[config.mk]
export PLATFORM = sky130hd
export DESIGN_NAME = block_cache_replacement
export DESIGN_NICKNAME = d
export VERILOG_FILES = /design/src/rtl/bcr_pkg.sv /design/src/rtl/bcr_slot_mem.sv /design/src/rtl/bcr_rank_table.sv /design/src/rtl/bcr_ctrl.sv /design/src/rtl/block_cache_replacement.sv
export SDC_FILE = /design/constraint.sdc
export NUM_CORES = 1
export LEC_CHECK = 0
export BUFFER_PORTS_ARGS = -buffer_cell sky130_fd_sc_hd__buf_2
export CAP_MARGIN = 10
export CORE_ASPECT_RATIO = 0.5
export CORE_MARGIN = 2
export CORE_UTILIZATION = 35
export CTS_BUF_LIST = sky130_fd_sc_hd__clkbuf_16
export CTS_CLUSTER_SIZE = 12
export DETAILED_ROUTE_END_ITERATION = 8
export PLACE_DENSITY = 0.46
export SLEW_MARGIN = 20
export SYNTH_ARGS = -nofsm -noshare
export SYNTH_HDL_FRONTEND = slang
export SYNTH_HIERARCHICAL = 1
export SYNTH_SLANG_ARGS = --single-unit
[constraint.sdc]
create_clock -name clk_i -period 21.2 [get_ports clk_i]
set_input_delay 2.12 -clock clk_i [delete_from_list [all_inputs] [get_ports clk_i]]
set_output_delay 2.12 -clock clk_i [all_outputs]
set_load 0.02 [all_outputs]
[src/rtl/bcr_pkg.sv]
// ----------------------------------------------------------------------------
// bcr_pkg
// shared constants and types for the block cache replacement engine
// ----------------------------------------------------------------------------
package bcr_pkg;

  localparam int unsigned NUM_SLOTS = 16;
  localparam int unsigned SLOT_W    = $clog2(NUM_SLOTS);
  localparam int unsigned TAG_W     = 16;
  localparam int unsigned BLK_W     = 32;
  localparam int unsigned CNT_W     = 16;
  localparam int unsigned TOT_W     = 32;
  localparam int unsigned SEC_W     = 5;
  localparam int unsigned POL_W     = 2;
  localparam int unsigned CFG_IDX_W = 2;

  // replacement policy codes
  localparam logic [POL_W-1:0] POL_LRU = 2'd0;
  localparam logic [POL_W-1:0] POL_LFU = 2'd1;
  localparam logic [POL_W-1:0] POL_FBR = 2'd2;

  // configuration register indexes
  localparam logic [CFG_IDX_W-1:0] CFG_POLICY  = 2'd0;
  localparam logic [CFG_IDX_W-1:0] CFG_NEW_SEC = 2'd1;
  localparam logic [CFG_IDX_W-1:0] CFG_OLD_SEC = 2'd2;

  localparam logic [SEC_W-1:0] SEC_RESET = 5'd4;
  localparam logic [SEC_W-1:0] SEC_FULL  = SEC_W'(NUM_SLOTS);
  localparam logic [CNT_W-1:0] CNT_MAX   = '1;
  localparam logic [TOT_W-1:0] TOT_MAX   = '1;
  localparam logic [SLOT_W-1:0] RANK_LAST = SLOT_W'(NUM_SLOTS - 1);

  typedef struct packed {
    logic [TAG_W-1:0] tag;
    logic [BLK_W-1:0] block;
    logic [CNT_W-1:0] count;
  } slot_entry_t;

  typedef struct packed {
    logic              rd_en;
    logic [SLOT_W-1:0] rd_addr;
    logic              wr_en;
    logic [SLOT_W-1:0] wr_addr;
    slot_entry_t       wr_data;
  } mem_req_t;

  typedef struct packed {
    logic              en;
    logic [SLOT_W-1:0] slot;
    logic [SLOT_W-1:0] rank;
  } rank_upd_t;

endpackage

[src/rtl/bcr_slot_mem.sv]
// ----------------------------------------------------------------------------
// bcr_slot_mem
// slot storage: tag, block number and use count, one read and one write port
// ----------------------------------------------------------------------------
module bcr_slot_mem (
  input  logic                 clk_i,
  input  bcr_pkg::mem_req_t    req_i,
  output bcr_pkg::slot_entry_t rd_data_o
);
  import bcr_pkg::*;

  slot_entry_t mem_q [NUM_SLOTS];
  slot_entry_t rd_data_q;

  always_ff @(posedge clk_i) begin
    if (req_i.wr_en) begin
      mem_q[req_i.wr_addr] <= req_i.wr_data;
    end
    if (req_i.rd_en) begin
      rd_data_q <= mem_q[req_i.rd_addr];
    end
  end

  assign rd_data_o = rd_data_q;

endmodule

[src/rtl/bcr_rank_table.sv]
// ----------------------------------------------------------------------------
// bcr_rank_table
// recency ranks and valid bits per slot, registered move-to-front update
// ----------------------------------------------------------------------------
module bcr_rank_table (
  input  logic                       clk_i,
  input  logic                       rst_ni,
  input  bcr_pkg::rank_upd_t         upd_i,
  input  logic [bcr_pkg::SLOT_W-1:0] idx_i,
  output logic [bcr_pkg::SLOT_W-1:0] rank_o,
  output logic                       valid_o
);
  import bcr_pkg::*;

  logic [SLOT_W-1:0]    rank_q [NUM_SLOTS];
  logic [NUM_SLOTS-1:0] vld_q;

  always_ff @(posedge clk_i or negedge rst_ni) begin
    if (!rst_ni) begin
      for (int i = 0; i < NUM_SLOTS; i++) begin
        rank_q[i] <= SLOT_W'(i);
      end
      vld_q <= '0;
    end else if (upd_i.en) begin
      for (int i = 0; i < NUM_SLOTS; i++) begin
        if (SLOT_W'(i) == upd_i.slot) begin
          rank_q[i] <= '0;
        end else if (rank_q[i] < upd_i.rank) begin
          rank_q[i] <= rank_q[i] + 1'b1;
        end
      end
      vld_q[upd_i.slot] <= 1'b1;
    end
  end

  assign rank_o  = rank_q[idx_i];
  assign valid_o = vld_q[idx_i];

endmodule

[src/rtl/bcr_ctrl.sv]
// ----------------------------------------------------------------------------
// bcr_ctrl
// access sequencer: slot scan, victim choice, write-back and result register
// ----------------------------------------------------------------------------
module bcr_ctrl (
  input  logic                        clk_i,
  input  logic                        rst_ni,
  input  logic                        in_valid_i,
  output logic                        in_ready_o,
  input  logic [bcr_pkg::TAG_W-1:0]   file_tag_i,
  input  logic [bcr_pkg::BLK_W-1:0]   block_in_file_i,
  input  logic [bcr_pkg::POL_W-1:0]   policy_i,
  input  logic [bcr_pkg::SEC_W-1:0]   new_sec_i,
  input  logic [bcr_pkg::SEC_W-1:0]   old_sec_i,
  output bcr_pkg::mem_req_t           mem_req_o,
  input  bcr_pkg::slot_entry_t        mem_rd_data_i,
  output logic [bcr_pkg::SLOT_W-1:0]  rank_idx_o,
  input  logic [bcr_pkg::SLOT_W-1:0]  rank_i,
  input  logic                        slot_valid_i,
  output bcr_pkg::rank_upd_t          rank_upd_o,
  output logic                        out_valid_o,
  input  logic                        out_ready_i,
  output logic                        hit_o,
  output logic [bcr_pkg::SLOT_W-1:0]  slot_o,
  output logic                        evicted_o,
  output logic [bcr_pkg::TOT_W-1:0]   hit_total_o,
  output logic [bcr_pkg::TOT_W-1:0]   miss_total_o
);
  import bcr_pkg::*;

  typedef enum logic [2:0] {
    ST_IDLE   = 3'b001,
    ST_SCAN   = 3'b010,
    ST_COMMIT = 3'b100
  } state_e;

  state_e state_q, state_d;

  logic [TAG_W-1:0]  tag_q;
  logic [BLK_W-1:0]  blk_q;
  logic [SLOT_W:0]   iss_q, iss_d;
  logic              chk_v_q;
  logic [SLOT_W-1:0] chk_idx_q;

  // scan results
  logic              hit_f_q, empty_f_q, fbr_f_q;
  logic [SLOT_W-1:0] hit_slot_q, hit_rank_q;
  logic [CNT_W-1:0]  hit_cnt_q;
  logic [SLOT_W-1:0] empty_slot_q, empty_rank_q;
  logic [SLOT_W-1:0] lfu_slot_q, lfu_rank_q;
  logic [CNT_W-1:0]  lfu_cnt_q;
  logic [SLOT_W-1:0] fbr_slot_q, fbr_rank_q;
  logic [CNT_W-1:0]  fbr_cnt_q;
  logic [SLOT_W-1:0] lru_slot_q;

  logic [TOT_W-1:0]  hits_q, misses_q;
  logic              out_valid_q, out_hit_q, out_evict_q;
  logic [SLOT_W-1:0] out_slot_q;

  logic              accept, rd_en, scan_last, commit;
  logic [SEC_W-1:0]  old_clamp, fbr_lim;
  logic              fbr_elig, fbr_better, is_match;

  logic              c_hit, c_evict, c_bump;
  logic [SLOT_W-1:0] c_slot, c_rank;
  logic [CNT_W-1:0]  c_cnt;

  assign accept    = (state_q == ST_IDLE) && in_valid_i;
  assign rd_en     = (state_q == ST_SCAN) && !iss_q[SLOT_W];
  assign scan_last = (state_q == ST_SCAN) && chk_v_q && (chk_idx_q == RANK_LAST);
  assign commit    = (state_q == ST_COMMIT) && (!out_valid_q || out_ready_i);

  // old section clamped to 1..NUM_SLOTS, victims have rank at or above lim
  always_comb begin
    old_clamp = old_sec_i;
    if (old_sec_i == '0) begin
      old_clamp = SEC_W'(1);
    end else if (old_sec_i > SEC_FULL) begin
      old_clamp = SEC_FULL;
    end
  end
  assign fbr_lim  = SEC_FULL - old_clamp;
  assign fbr_elig = {1'b0, rank_i} >= fbr_lim;
  assign fbr_better = !fbr_f_q || (mem_rd_data_i.count < fbr_cnt_q) ||
                      ((mem_rd_data_i.count == fbr_cnt_q) && (rank_i > fbr_rank_q));
  assign is_match = slot_valid_i && (mem_rd_data_i.tag == tag_q) &&
                    (mem_rd_data_i.block == blk_q);

  always_comb begin
    state_d = state_q;
    iss_d   = iss_q;
    unique case (state_q)
      ST_IDLE: begin
        if (in_valid_i) begin
          state_d = ST_SCAN;
          iss_d   = '0;
        end
      end
      ST_SCAN: begin
        if (rd_en) begin
          iss_d = iss_q + 1'b1;
        end
        if (scan_last) begin
          state_d = ST_COMMIT;
        end
      end
      ST_COMMIT: begin
        if (commit) begin
          state_d = ST_IDLE;
        end
      end
      default: state_d = ST_IDLE;
    endcase
  end

  // final decision for the access
  always_comb begin
    c_hit   = hit_f_q;
    c_evict = 1'b0;
    c_bump  = 1'b0;
    c_cnt   = CNT_W'(1);
    if (hit_f_q) begin
      c_slot = hit_slot_q;
      c_rank = hit_rank_q;
      c_bump = (policy_i == POL_FBR) ? ({1'b0, hit_rank_q} >= new_sec_i) : 1'b1;
      c_cnt  = (c_bump && (hit_cnt_q != CNT_MAX)) ? hit_cnt_q + 1'b1 : hit_cnt_q;
    end else if (empty_f_q) begin
      c_slot = empty_slot_q;
      c_rank = empty_rank_q;
    end else begin
      c_evict = 1'b1;
      if (policy_i == POL_LFU) begin
        c_slot = lfu_slot_q;
        c_rank = lfu_rank_q;
      end else if (policy_i == POL_FBR) begin
        c_slot = fbr_slot_q;
        c_rank = fbr_rank_q;
      end else begin
        c_slot = lru_slot_q;
        c_rank = RANK_LAST;
      end
    end
  end

  always_ff @(posedge clk_i or negedge rst_ni) begin
    if (!rst_ni) begin
      state_q     <= ST_IDLE;
      iss_q       <= '0;
      chk_v_q     <= 1'b0;
      hit_f_q     <= 1'b0;
      empty_f_q   <= 1'b0;
      fbr_f_q     <= 1'b0;
      hits_q      <= '0;
      misses_q    <= '0;
      out_valid_q <= 1'b0;
    end else begin
      state_q <= state_d;
      iss_q   <= iss_d;
      chk_v_q <= rd_en;
      if (accept) begin
        hit_f_q   <= 1'b0;
        empty_f_q <= 1'b0;
        fbr_f_q   <= 1'b0;
      end else if (chk_v_q) begin
        if (is_match && !hit_f_q) begin
          hit_f_q <= 1'b1;
        end
        if (!slot_valid_i && !empty_f_q) begin
          empty_f_q <= 1'b1;
        end
        if (fbr_elig && fbr_better) begin
          fbr_f_q <= 1'b1;
        end
      end
      if (commit) begin
        if (c_hit) begin
          if (hits_q != TOT_MAX) begin
            hits_q <= hits_q + 1'b1;
          end
        end else if (misses_q != TOT_MAX) begin
          misses_q <= misses_q + 1'b1;
        end
        out_valid_q <= 1'b1;
      end else if (out_ready_i) begin
        out_valid_q <= 1'b0;
      end
    end
  end

  // payload side of the scan, no reset needed
  always_ff @(posedge clk_i) begin
    if (accept) begin
      tag_q <= file_tag_i;
      blk_q <= block_in_file_i;
    end
    chk_idx_q <= iss_q[SLOT_W-1:0];
    if (chk_v_q) begin
      if (is_match && !hit_f_q) begin
        hit_slot_q <= chk_idx_q;
        hit_rank_q <= rank_i;
        hit_cnt_q  <= mem_rd_data_i.count;
      end
      if (!slot_valid_i && !empty_f_q) begin
        empty_slot_q <= chk_idx_q;
        empty_rank_q <= rank_i;
      end
      if ((chk_idx_q == '0) || (mem_rd_data_i.count < lfu_cnt_q)) begin
        lfu_slot_q <= chk_idx_q;
        lfu_rank_q <= rank_i;
        lfu_cnt_q  <= mem_rd_data_i.count;
      end
      if (fbr_elig && fbr_better) begin
        fbr_slot_q <= chk_idx_q;
        fbr_rank_q <= rank_i;
        fbr_cnt_q  <= mem_rd_data_i.count;
      end
      if (rank_i == RANK_LAST) begin
        lru_slot_q <= chk_idx_q;
      end
    end
    if (commit) begin
      out_hit_q   <= c_hit;
      out_slot_q  <= c_slot;
      out_evict_q <= c_evict;
    end
  end

  assign in_ready_o = (state_q == ST_IDLE);
  assign rank_idx_o = chk_idx_q;

  assign mem_req_o.rd_en         = rd_en;
  assign mem_req_o.rd_addr       = iss_q[SLOT_W-1:0];
  assign mem_req_o.wr_en         = commit;
  assign mem_req_o.wr_addr       = c_slot;
  assign mem_req_o.wr_data.tag   = tag_q;
  assign mem_req_o.wr_data.block = blk_q;
  assign mem_req_o.wr_data.count = c_cnt;

  assign rank_upd_o.en   = commit;
  assign rank_upd_o.slot = c_slot;
  assign rank_upd_o.rank = c_rank;

  assign out_valid_o  = out_valid_q;
  assign hit_o        = out_hit_q;
  assign slot_o       = out_slot_q;
  assign evicted_o    = out_evict_q;
  // totals only move at commit, which waits for the result register to drain
  assign hit_total_o  = hits_q;
  assign miss_total_o = misses_q;

endmodule

[src/rtl/block_cache_replacement.sv]
// sequence: an input transaction is taken in idle, then the 16-entry scan of the
//   single-read-port slot memory with registered read data, then the commit
//   state, which waits for the result register to drain; no new input is taken
//   until the previous access has committed and the block is back in idle
// reset: all slots empty, recency ranks equal slot index, totals zero,
//   policy LRU, new and old section sizes 4; no clearing pass
// ----------------------------------------------------------------------------
// block_cache_replacement
// block cache slot lookup with LRU, LFU and FBR victim selection
// ----------------------------------------------------------------------------
module block_cache_replacement (
  input  logic                           clk_i,
  input  logic                           rst_ni,
  input  logic                           in_valid_i,
  output logic                           in_ready_o,
  input  logic [bcr_pkg::TAG_W-1:0]      file_tag_i,
  input  logic [bcr_pkg::BLK_W-1:0]      block_in_file_i,
  output logic                           out_valid_o,
  input  logic                           out_ready_i,
  output logic                           hit_o,
  output logic [bcr_pkg::SLOT_W-1:0]     slot_o,
  output logic                           evicted_o,
  output logic [bcr_pkg::TOT_W-1:0]      hit_total_o,
  output logic [bcr_pkg::TOT_W-1:0]      miss_total_o,
  input  logic                           cfg_valid_i,
  output logic                           cfg_ready_o,
  input  logic [bcr_pkg::CFG_IDX_W-1:0]  cfg_index_i,
  input  logic [bcr_pkg::SEC_W-1:0]      cfg_data_i
);
  import bcr_pkg::*;

  logic [POL_W-1:0] policy_q;
  logic [SEC_W-1:0] new_sec_q, old_sec_q;

  mem_req_t          mem_req;
  slot_entry_t       mem_rd_data;
  rank_upd_t         rank_upd;
  logic [SLOT_W-1:0] rank_idx, rank;
  logic              slot_valid;

  assign cfg_ready_o = 1'b1;

  always_ff @(posedge clk_i or negedge rst_ni) begin
    if (!rst_ni) begin
      policy_q  <= POL_LRU;
      new_sec_q <= SEC_RESET;
      old_sec_q <= SEC_RESET;
    end else if (cfg_valid_i) begin
      unique case (cfg_index_i)
        CFG_POLICY:  policy_q  <= cfg_data_i[POL_W-1:0];
        CFG_NEW_SEC: new_sec_q <= cfg_data_i;
        CFG_OLD_SEC: old_sec_q <= cfg_data_i;
        default: ;
      endcase
    end
  end

  bcr_slot_mem u_slot_mem (
    .clk_i     (clk_i),
    .req_i     (mem_req),
    .rd_data_o (mem_rd_data)
  );

  bcr_rank_table u_rank_table (
    .clk_i   (clk_i),
    .rst_ni  (rst_ni),
    .upd_i   (rank_upd),
    .idx_i   (rank_idx),
    .rank_o  (rank),
    .valid_o (slot_valid)
  );

  bcr_ctrl u_ctrl (
    .clk_i           (clk_i),
    .rst_ni          (rst_ni),
    .in_valid_i      (in_valid_i),
    .in_ready_o      (in_ready_o),
    .file_tag_i      (file_tag_i),
    .block_in_file_i (block_in_file_i),
    .policy_i        (policy_q),
    .new_sec_i       (new_sec_q),
    .old_sec_i       (old_sec_q),
    .mem_req_o       (mem_req),
    .mem_rd_data_i   (mem_rd_data),
    .rank_idx_o      (rank_idx),
    .rank_i          (rank),
    .slot_valid_i    (slot_valid),
    .rank_upd_o      (rank_upd),
    .out_valid_o     (out_valid_o),
    .out_ready_i     (out_ready_i),
    .hit_o           (hit_o),
    .slot_o          (slot_o),
    .evicted_o       (evicted_o),
    .hit_total_o     (hit_total_o),
    .miss_total_o    (miss_total_o)
  );

endmodule

; Yosys cells after proc, flatten, opt, wreduce, memory -nomap -nowiden
; Memories as Yosys holds them, arrays and structs flattened. A register that Yosys moved wholly into a read port is not among the register bits.
; Cells that the tools add are included.
[totals]
ff_bits = 311
ramBits = 1024
inputBits = 60
output_inout_bits = 73
wordCells = 285
memories = 1
[classes]
n_addsub = 21
order_cmp = 26
eq_ne = 34
n_mux = 73
bitwise = 3
reduce_logical = 80
[mem_list]
columns = memory, depth, word_bits, rd, rd_ports_with_merged_regs, wr, line
row1 = u_slot_mem.mem_q, 16, 64, 1, 1, 1, bcr_slot_mem.sv:12  ; slot_entry_t mem_q [NUM_SLOTS];
[op_table]
columns = op, count
row1 = 4-bit two-way mux, 42
row2 = 32-bit by 1-bit adder with 32-bit output (second input constant), 2
row3 = 4-bit by 1-bit adder with 4-bit output (second input constant), 16
row4 = 4-bit less-than comparator, 16
row5 = 32-bit != test (second input constant), 2
row6 = 2-bit AND reduction, 27
row7 = 2-bit nonzero test, 22
row8 = 16-bit == test, 2
row9 = 32-bit == test, 1
row10 = 4-bit == test (first input constant), 8
row11 = 16-bit less-than comparator, 2
row12 = 16-bit two-way mux, 2
row13 = 5-bit two-way mux, 4
row14 = 1-bit two-way mux, 17
row15 = 16-bit by 1-bit adder with 16-bit output (second input constant), 1
row16 = 4-bit binary-select mux with 4-bit select, 1
row17 = 3-bit by 4-bit == test with 1-bit output (first input constant), 4
row18 = 16-bit != test (second input constant), 1
row19 = 16-bit OR, 1
row20 = 1-bit logical AND, 13
row21 = 3-bit AND reduction, 4
row22 = 4-bit by 5-bit greater-or-equal comparator with 1-bit output, 2
row23 = 4-bit by 5-bit less-than comparator with 1-bit output (second input constant), 2
row24 = 5-bit one-hot mux with 2 select lines, 1
row25 = other kinds (27), 44

; Longest topological paths before layout
[logic_depth]
word_depth = 11
mapped_depth = 12
mapped_depth_nobuf = 11

; Modules after synthesis
; The synthesis kept the hierarchy.
[modules_own_cells]
columns = module, instances, cells_each, area_per_inst_um2, seq_area_each_um2
row1 = bcr_slot_mem, 1, 1647, 40223.6, 32671.3
row2 = bcr_ctrl, 1, 853, 10487.6, 6152.2
row3 = bcr_rank_table, 1, 495, 5599.1, 2042.0
row4 = block_cache_replacement, 1, 29, 471.7, 302.8

; Least setup slack after synthesis
; No wires, ideal clock.
[synth_path]
path_kind = input to register
start = input port out_ready_i
end = memory u_slot_mem/mem_q[0][0] in the netlist's numbering, enable pin
setup_ps = 565
t_arrival_ps = 7645
t_required_ps = 20635
slack_ps = 12991
stages = 5
path_buffers = 1
path_cell_list = nor2b_1 nor2_1 buf_4 or3b_2 nor3_1
[synth_via]
elab_chain_cells = 4
[synth_rtl]
columns = item, line
row1 = "start, declared", block_cache_replacement.sv:19  ; input logic out_ready_i,
row2 = 1-bit logical OR, bcr_ctrl.sv:71  ; assign commit = (state_q == ST_COMMIT) && (!out_valid_q || out_ready_i);
row3 = 1-bit logical AND, bcr_ctrl.sv:71
row4 = net u_ctrl.commit, bcr_ctrl.sv:60  ; logic accept, rd_en, scan_last, commit;
row5 = 1-bit two-way mux, bcr_slot_mem.sv:16  ; if (req_i.wr_en) begin
row6 = 1-bit two-way mux (not written as such), bcr_slot_mem.sv:17  ; mem_q[req_i.wr_addr] <= req_i.wr_data;
row7 = "end, declared", bcr_slot_mem.sv:12
; The timed path passes the listed nets, and every way through them passes these cells.

==> results.cfg <==
[sta]
holdWs_ns = 0.4636
finalSetupTns_ns = 0
worstMarginPinSlew_ns = 1.138
slew_headroom = 0.2410
skew_ns = 0.06046
rsz0062_at_grt = no
layout_min_cycle_time_ns = 4.887
finalSetupViolCount = 0
period_share = 0.2305
finalHoldViolCount = 0
slew_violations = 0
fmax_ghz = 0.2046

[worst_setup_path]
cp.arrival_ns = 5.26
cp_data_required_time_ns = 21.58
worstSetupEndpointType = flop
critical_path.slowest_cell = buf_4
path_cells = buf_2, nor2b_1, nor2_2, buf_4, nand3b_1, nor3_2, buf_4
crit_buf_inv = 3
critPathKind = input port to flop
cp_top_family = simple AND/OR/NAND/NOR gates
crit_top_cell = buf_4
cp-start-kind = input port
max_stage_delay_ns = 0.92
crit_fanout = 53

[layout]
num-fill-cells = 14480
fin_nets = 3428
drive_above_1_share = 0.2385
multi_input_comb_area_um2 = 14900
final-seq-area_um2 = 41180
stdcell_count = 5496
synthToLayoutAreaGrowth_pct = 13.40

[detailed_routing]
drtPass1Iterations = 5
ant_nets = 0
wirelength_um = 141400
drt_iter0_drc = 1983
drc = 0
routedWlPerCell_um = 25.73
num_vias = 29020
via_per_inst = 5.280

[grt]
grt.busiest_layer = met2
gr-usage-met3 = 0.02589
grt.overflow.total = 0
grt_first_pass_wirelength_um = 207700
first_global_vias = 30290
grtUsageTotal = 0.1699
met2_usage = 0.2824
grt_max_degree = 86
antenna_found_initial = 4
met1_usage = 0.2369

[clocking]
cts.path.max_buffers = 4
cts_hold_buf = 0
cts-buffers-inserted = 150
path_clk_slew_ns = 0.06
cts_tree = done
cts_setup_buffers = 0
cts_sinks = 1399
clk_latency_ns = 0.78
cts_root_buf = clkbuf_16
cts_resized = 0
htree_levels = 4

[power]
peakVddDrop_v = 0.00005263
power_leakage_nw = 21.78
p_switching_w = 0.001056
p_per_area_nw_per_um2 = 82.63
clkPwrFrac = 0.435
power_frac_comb = 0.007
p_seq_frac = 0.558
finalPower_w = 0.005321
p_int_w = 0.004264
swShare = 0.1985

[min_path]
hp-class = flop to flop

[placed_design]
dp_hpwl_um = 81850
finalWeightedCongestion = 0.7570
io_buffers = 131
dpl.cell_count = 5277

[die]
core_um2 = 161000
io_pins = 133
die_h_um = 288.8
die-area_um2 = 165700
die_w_um = 573.6
start_util = 0.3528
rows = 104

[synth]
netlist_instances = 3024
avgSynthCellArea_um2 = 18.78
synth_cell_types = 74
synth.net_count = 3196
yosys_most_used_dff = edfxtp_1
ys_seq_area_frac = 0.7250
netlist_area_um2 = 56780
synth_edf_count = 1226
async_flop_share = 0.1208
yosys_warnings = 6
ys_seq_elements = 1399

[flow_run]
cap_violations = 0

[run_status]
status = complete, no violations
final timing paths:
kind                            depth (start not counted)                            endpoint                          startpoint  slack, ns
worst max-delay path                                    7   u_slot_mem/mem_q[4][41]$_DFFE_PP_                         out_ready_i      16.31
worst min-delay path                                    1  u_rank_table/vld_q[15]$_DFFE_PN0P_  u_rank_table/vld_q[15]$_DFFE_PN0P_       0.46
worst max register to register                          6  u_slot_mem/rd_data_o[37]$_DFFE_PP_         u_ctrl/iss_q[0]$_DFFE_PN0P_      16.66
worst min register to register                          1  u_rank_table/vld_q[15]$_DFFE_PN0P_  u_rank_table/vld_q[15]$_DFFE_PN0P_       0.46
max in group asynchronous                               3  u_ctrl/hit_total_o[14]$_DFFE_PN0P_                              rst_ni      17.90
min in group asynchronous                               1         u_ctrl/iss_q[1]$_DFFE_PN0P_                              rst_ni       1.40
cells by family (layout without fill, tap and decap cells):
logic type                 count (synthesis)  in the layout  synth area share
muxes                                    315            315            0.1171
other                                      1              3        0.00006604
and+or+nand+nor                          522            522           0.04969
adders and majority gates                112            112           0.02468
xor gates and xnor gates                 128            128           0.01974
buffers and inverters                    192            489           0.01699
DFF                                     1399           1399            0.7250
AOI/OAI and AO/OA                        355            355           0.04676
power by group through the flow:
stage,Clock (W),Sequential (W),Combinational (W)
floorplan,0,0.00302,0.0000227
global route,0.00250,0.00297,0.0000448
finish,0.00231,0.00297,0.0000390
CTS,0.00240,0.00297,0.0000404
detailed placement,0,0.00303,0.0000400
global placement,0,0.00302,0.0000394
flip-flops by register name (all words and copies together), names as in the netlist, 5 cells and up:
signal	flops
old_sec_q	5
u_ctrl/hit_cnt_q	16
u_ctrl/iss_q	5
u_slot_mem/rd_data_o	64
new_sec_q	5
u_ctrl/fbr_cnt_q	16
u_ctrl/hit_total_o	32
u_ctrl/lfu_cnt_q	16
u_ctrl/miss_total_o	32
u_slot_mem/mem_q	1024
u_ctrl/tag_q	16
u_ctrl/blk_q	32
u_rank_table/rank_q	64
u_rank_table/vld_q	16
layer usage:
metal  vias to the layer above  wire length, um  part of all wire
met1                     15560            64890              0.46
li1                      12720                -                 -
met4                         0             2620             0.019
met3                       188             5253             0.037
met5                         -                0                 0
met2                       553            68630              0.49
synth_stat cells, types with 16 or more instances:
cell type	number	area [um2]
dfrtp_1	134	3353
nor2_1	56	210.2
a21oi_1	46	230.2
ha_1	112	1401
buf_2	23	115.1
a22oi_1	142	1066
clkbuf_1	48	180.2
nor4_1	19	118.9
nand2_1	137	514.2
mux2_2	32	360.4
nand4_1	39	244.0
xor2_1	70	613.1
buf_6	16	180.2
nor2b_1	52	325.3
nand3_1	60	300.3
nor3_1	27	135.1
nor3b_1	21	157.7
a22o_1	30	262.8
edfxtp_1	1226	36820
buf_4	22	165.2
o211ai_1	35	262.8
mux4_2	276	6216
inv_1	66	247.7
nand2b_1	22	137.6
dfstp_2	35	919.6
xnor2_1	58	508.0
cell usage in the layout, fill, tap and decap left out, types with 11 or more instances in the layout:
cell,Yosys,final
a2111oi_0,12,12
a21oi_1,46,37
a221o_1,14,14
a22o_1,30,30
a22oi_1,142,142
and3_1,14,14
and4_1,13,13
buf_2,23,130
buf_4,22,74
clkbuf_16,0,153
clkinv_1,0,15
dfrtp_1,134,132
dfstp_2,35,35
edfxtp_1,1226,1226
ha_1,112,112
inv_1,66,103
mux2_2,32,32
mux4_2,276,276
nand2_1,137,137
nand2b_1,22,22
nand3_1,60,60
nand4_1,39,39
nor2_1,56,42
nor2_4,0,13
nor2b_1,52,50
nor3_1,27,20
nor3b_1,21,21
nor4_1,19,16
o211ai_1,35,35
or2_2,11,11
or4_1,11,11
xnor2_1,58,58
xor2_1,70,70
cell type report:
type,instances,area share
tap,2173,0.04222
timing repair buffer,206,0.01922
clock buffer,153,0.05946
multi-input combinational,1433,0.2314
antenna,2,0.00007772
inverter,66,0.003847
clock inverter,64,0.004275
sequential,1399,0.6395
stage by stage:
stage	worst slack (ns)	util	instance area [um2]
floorplan	12.99	-	56780
global placement	15.51	0.3744	60260
detailed placement	15.49	0.3745	60280
CTS	16.32	0.4000	64380
global route	16.13	0.4000	64390
finish	16.31	0.4000	64390
Note: power is estimated with default switching activity, not from simulation.
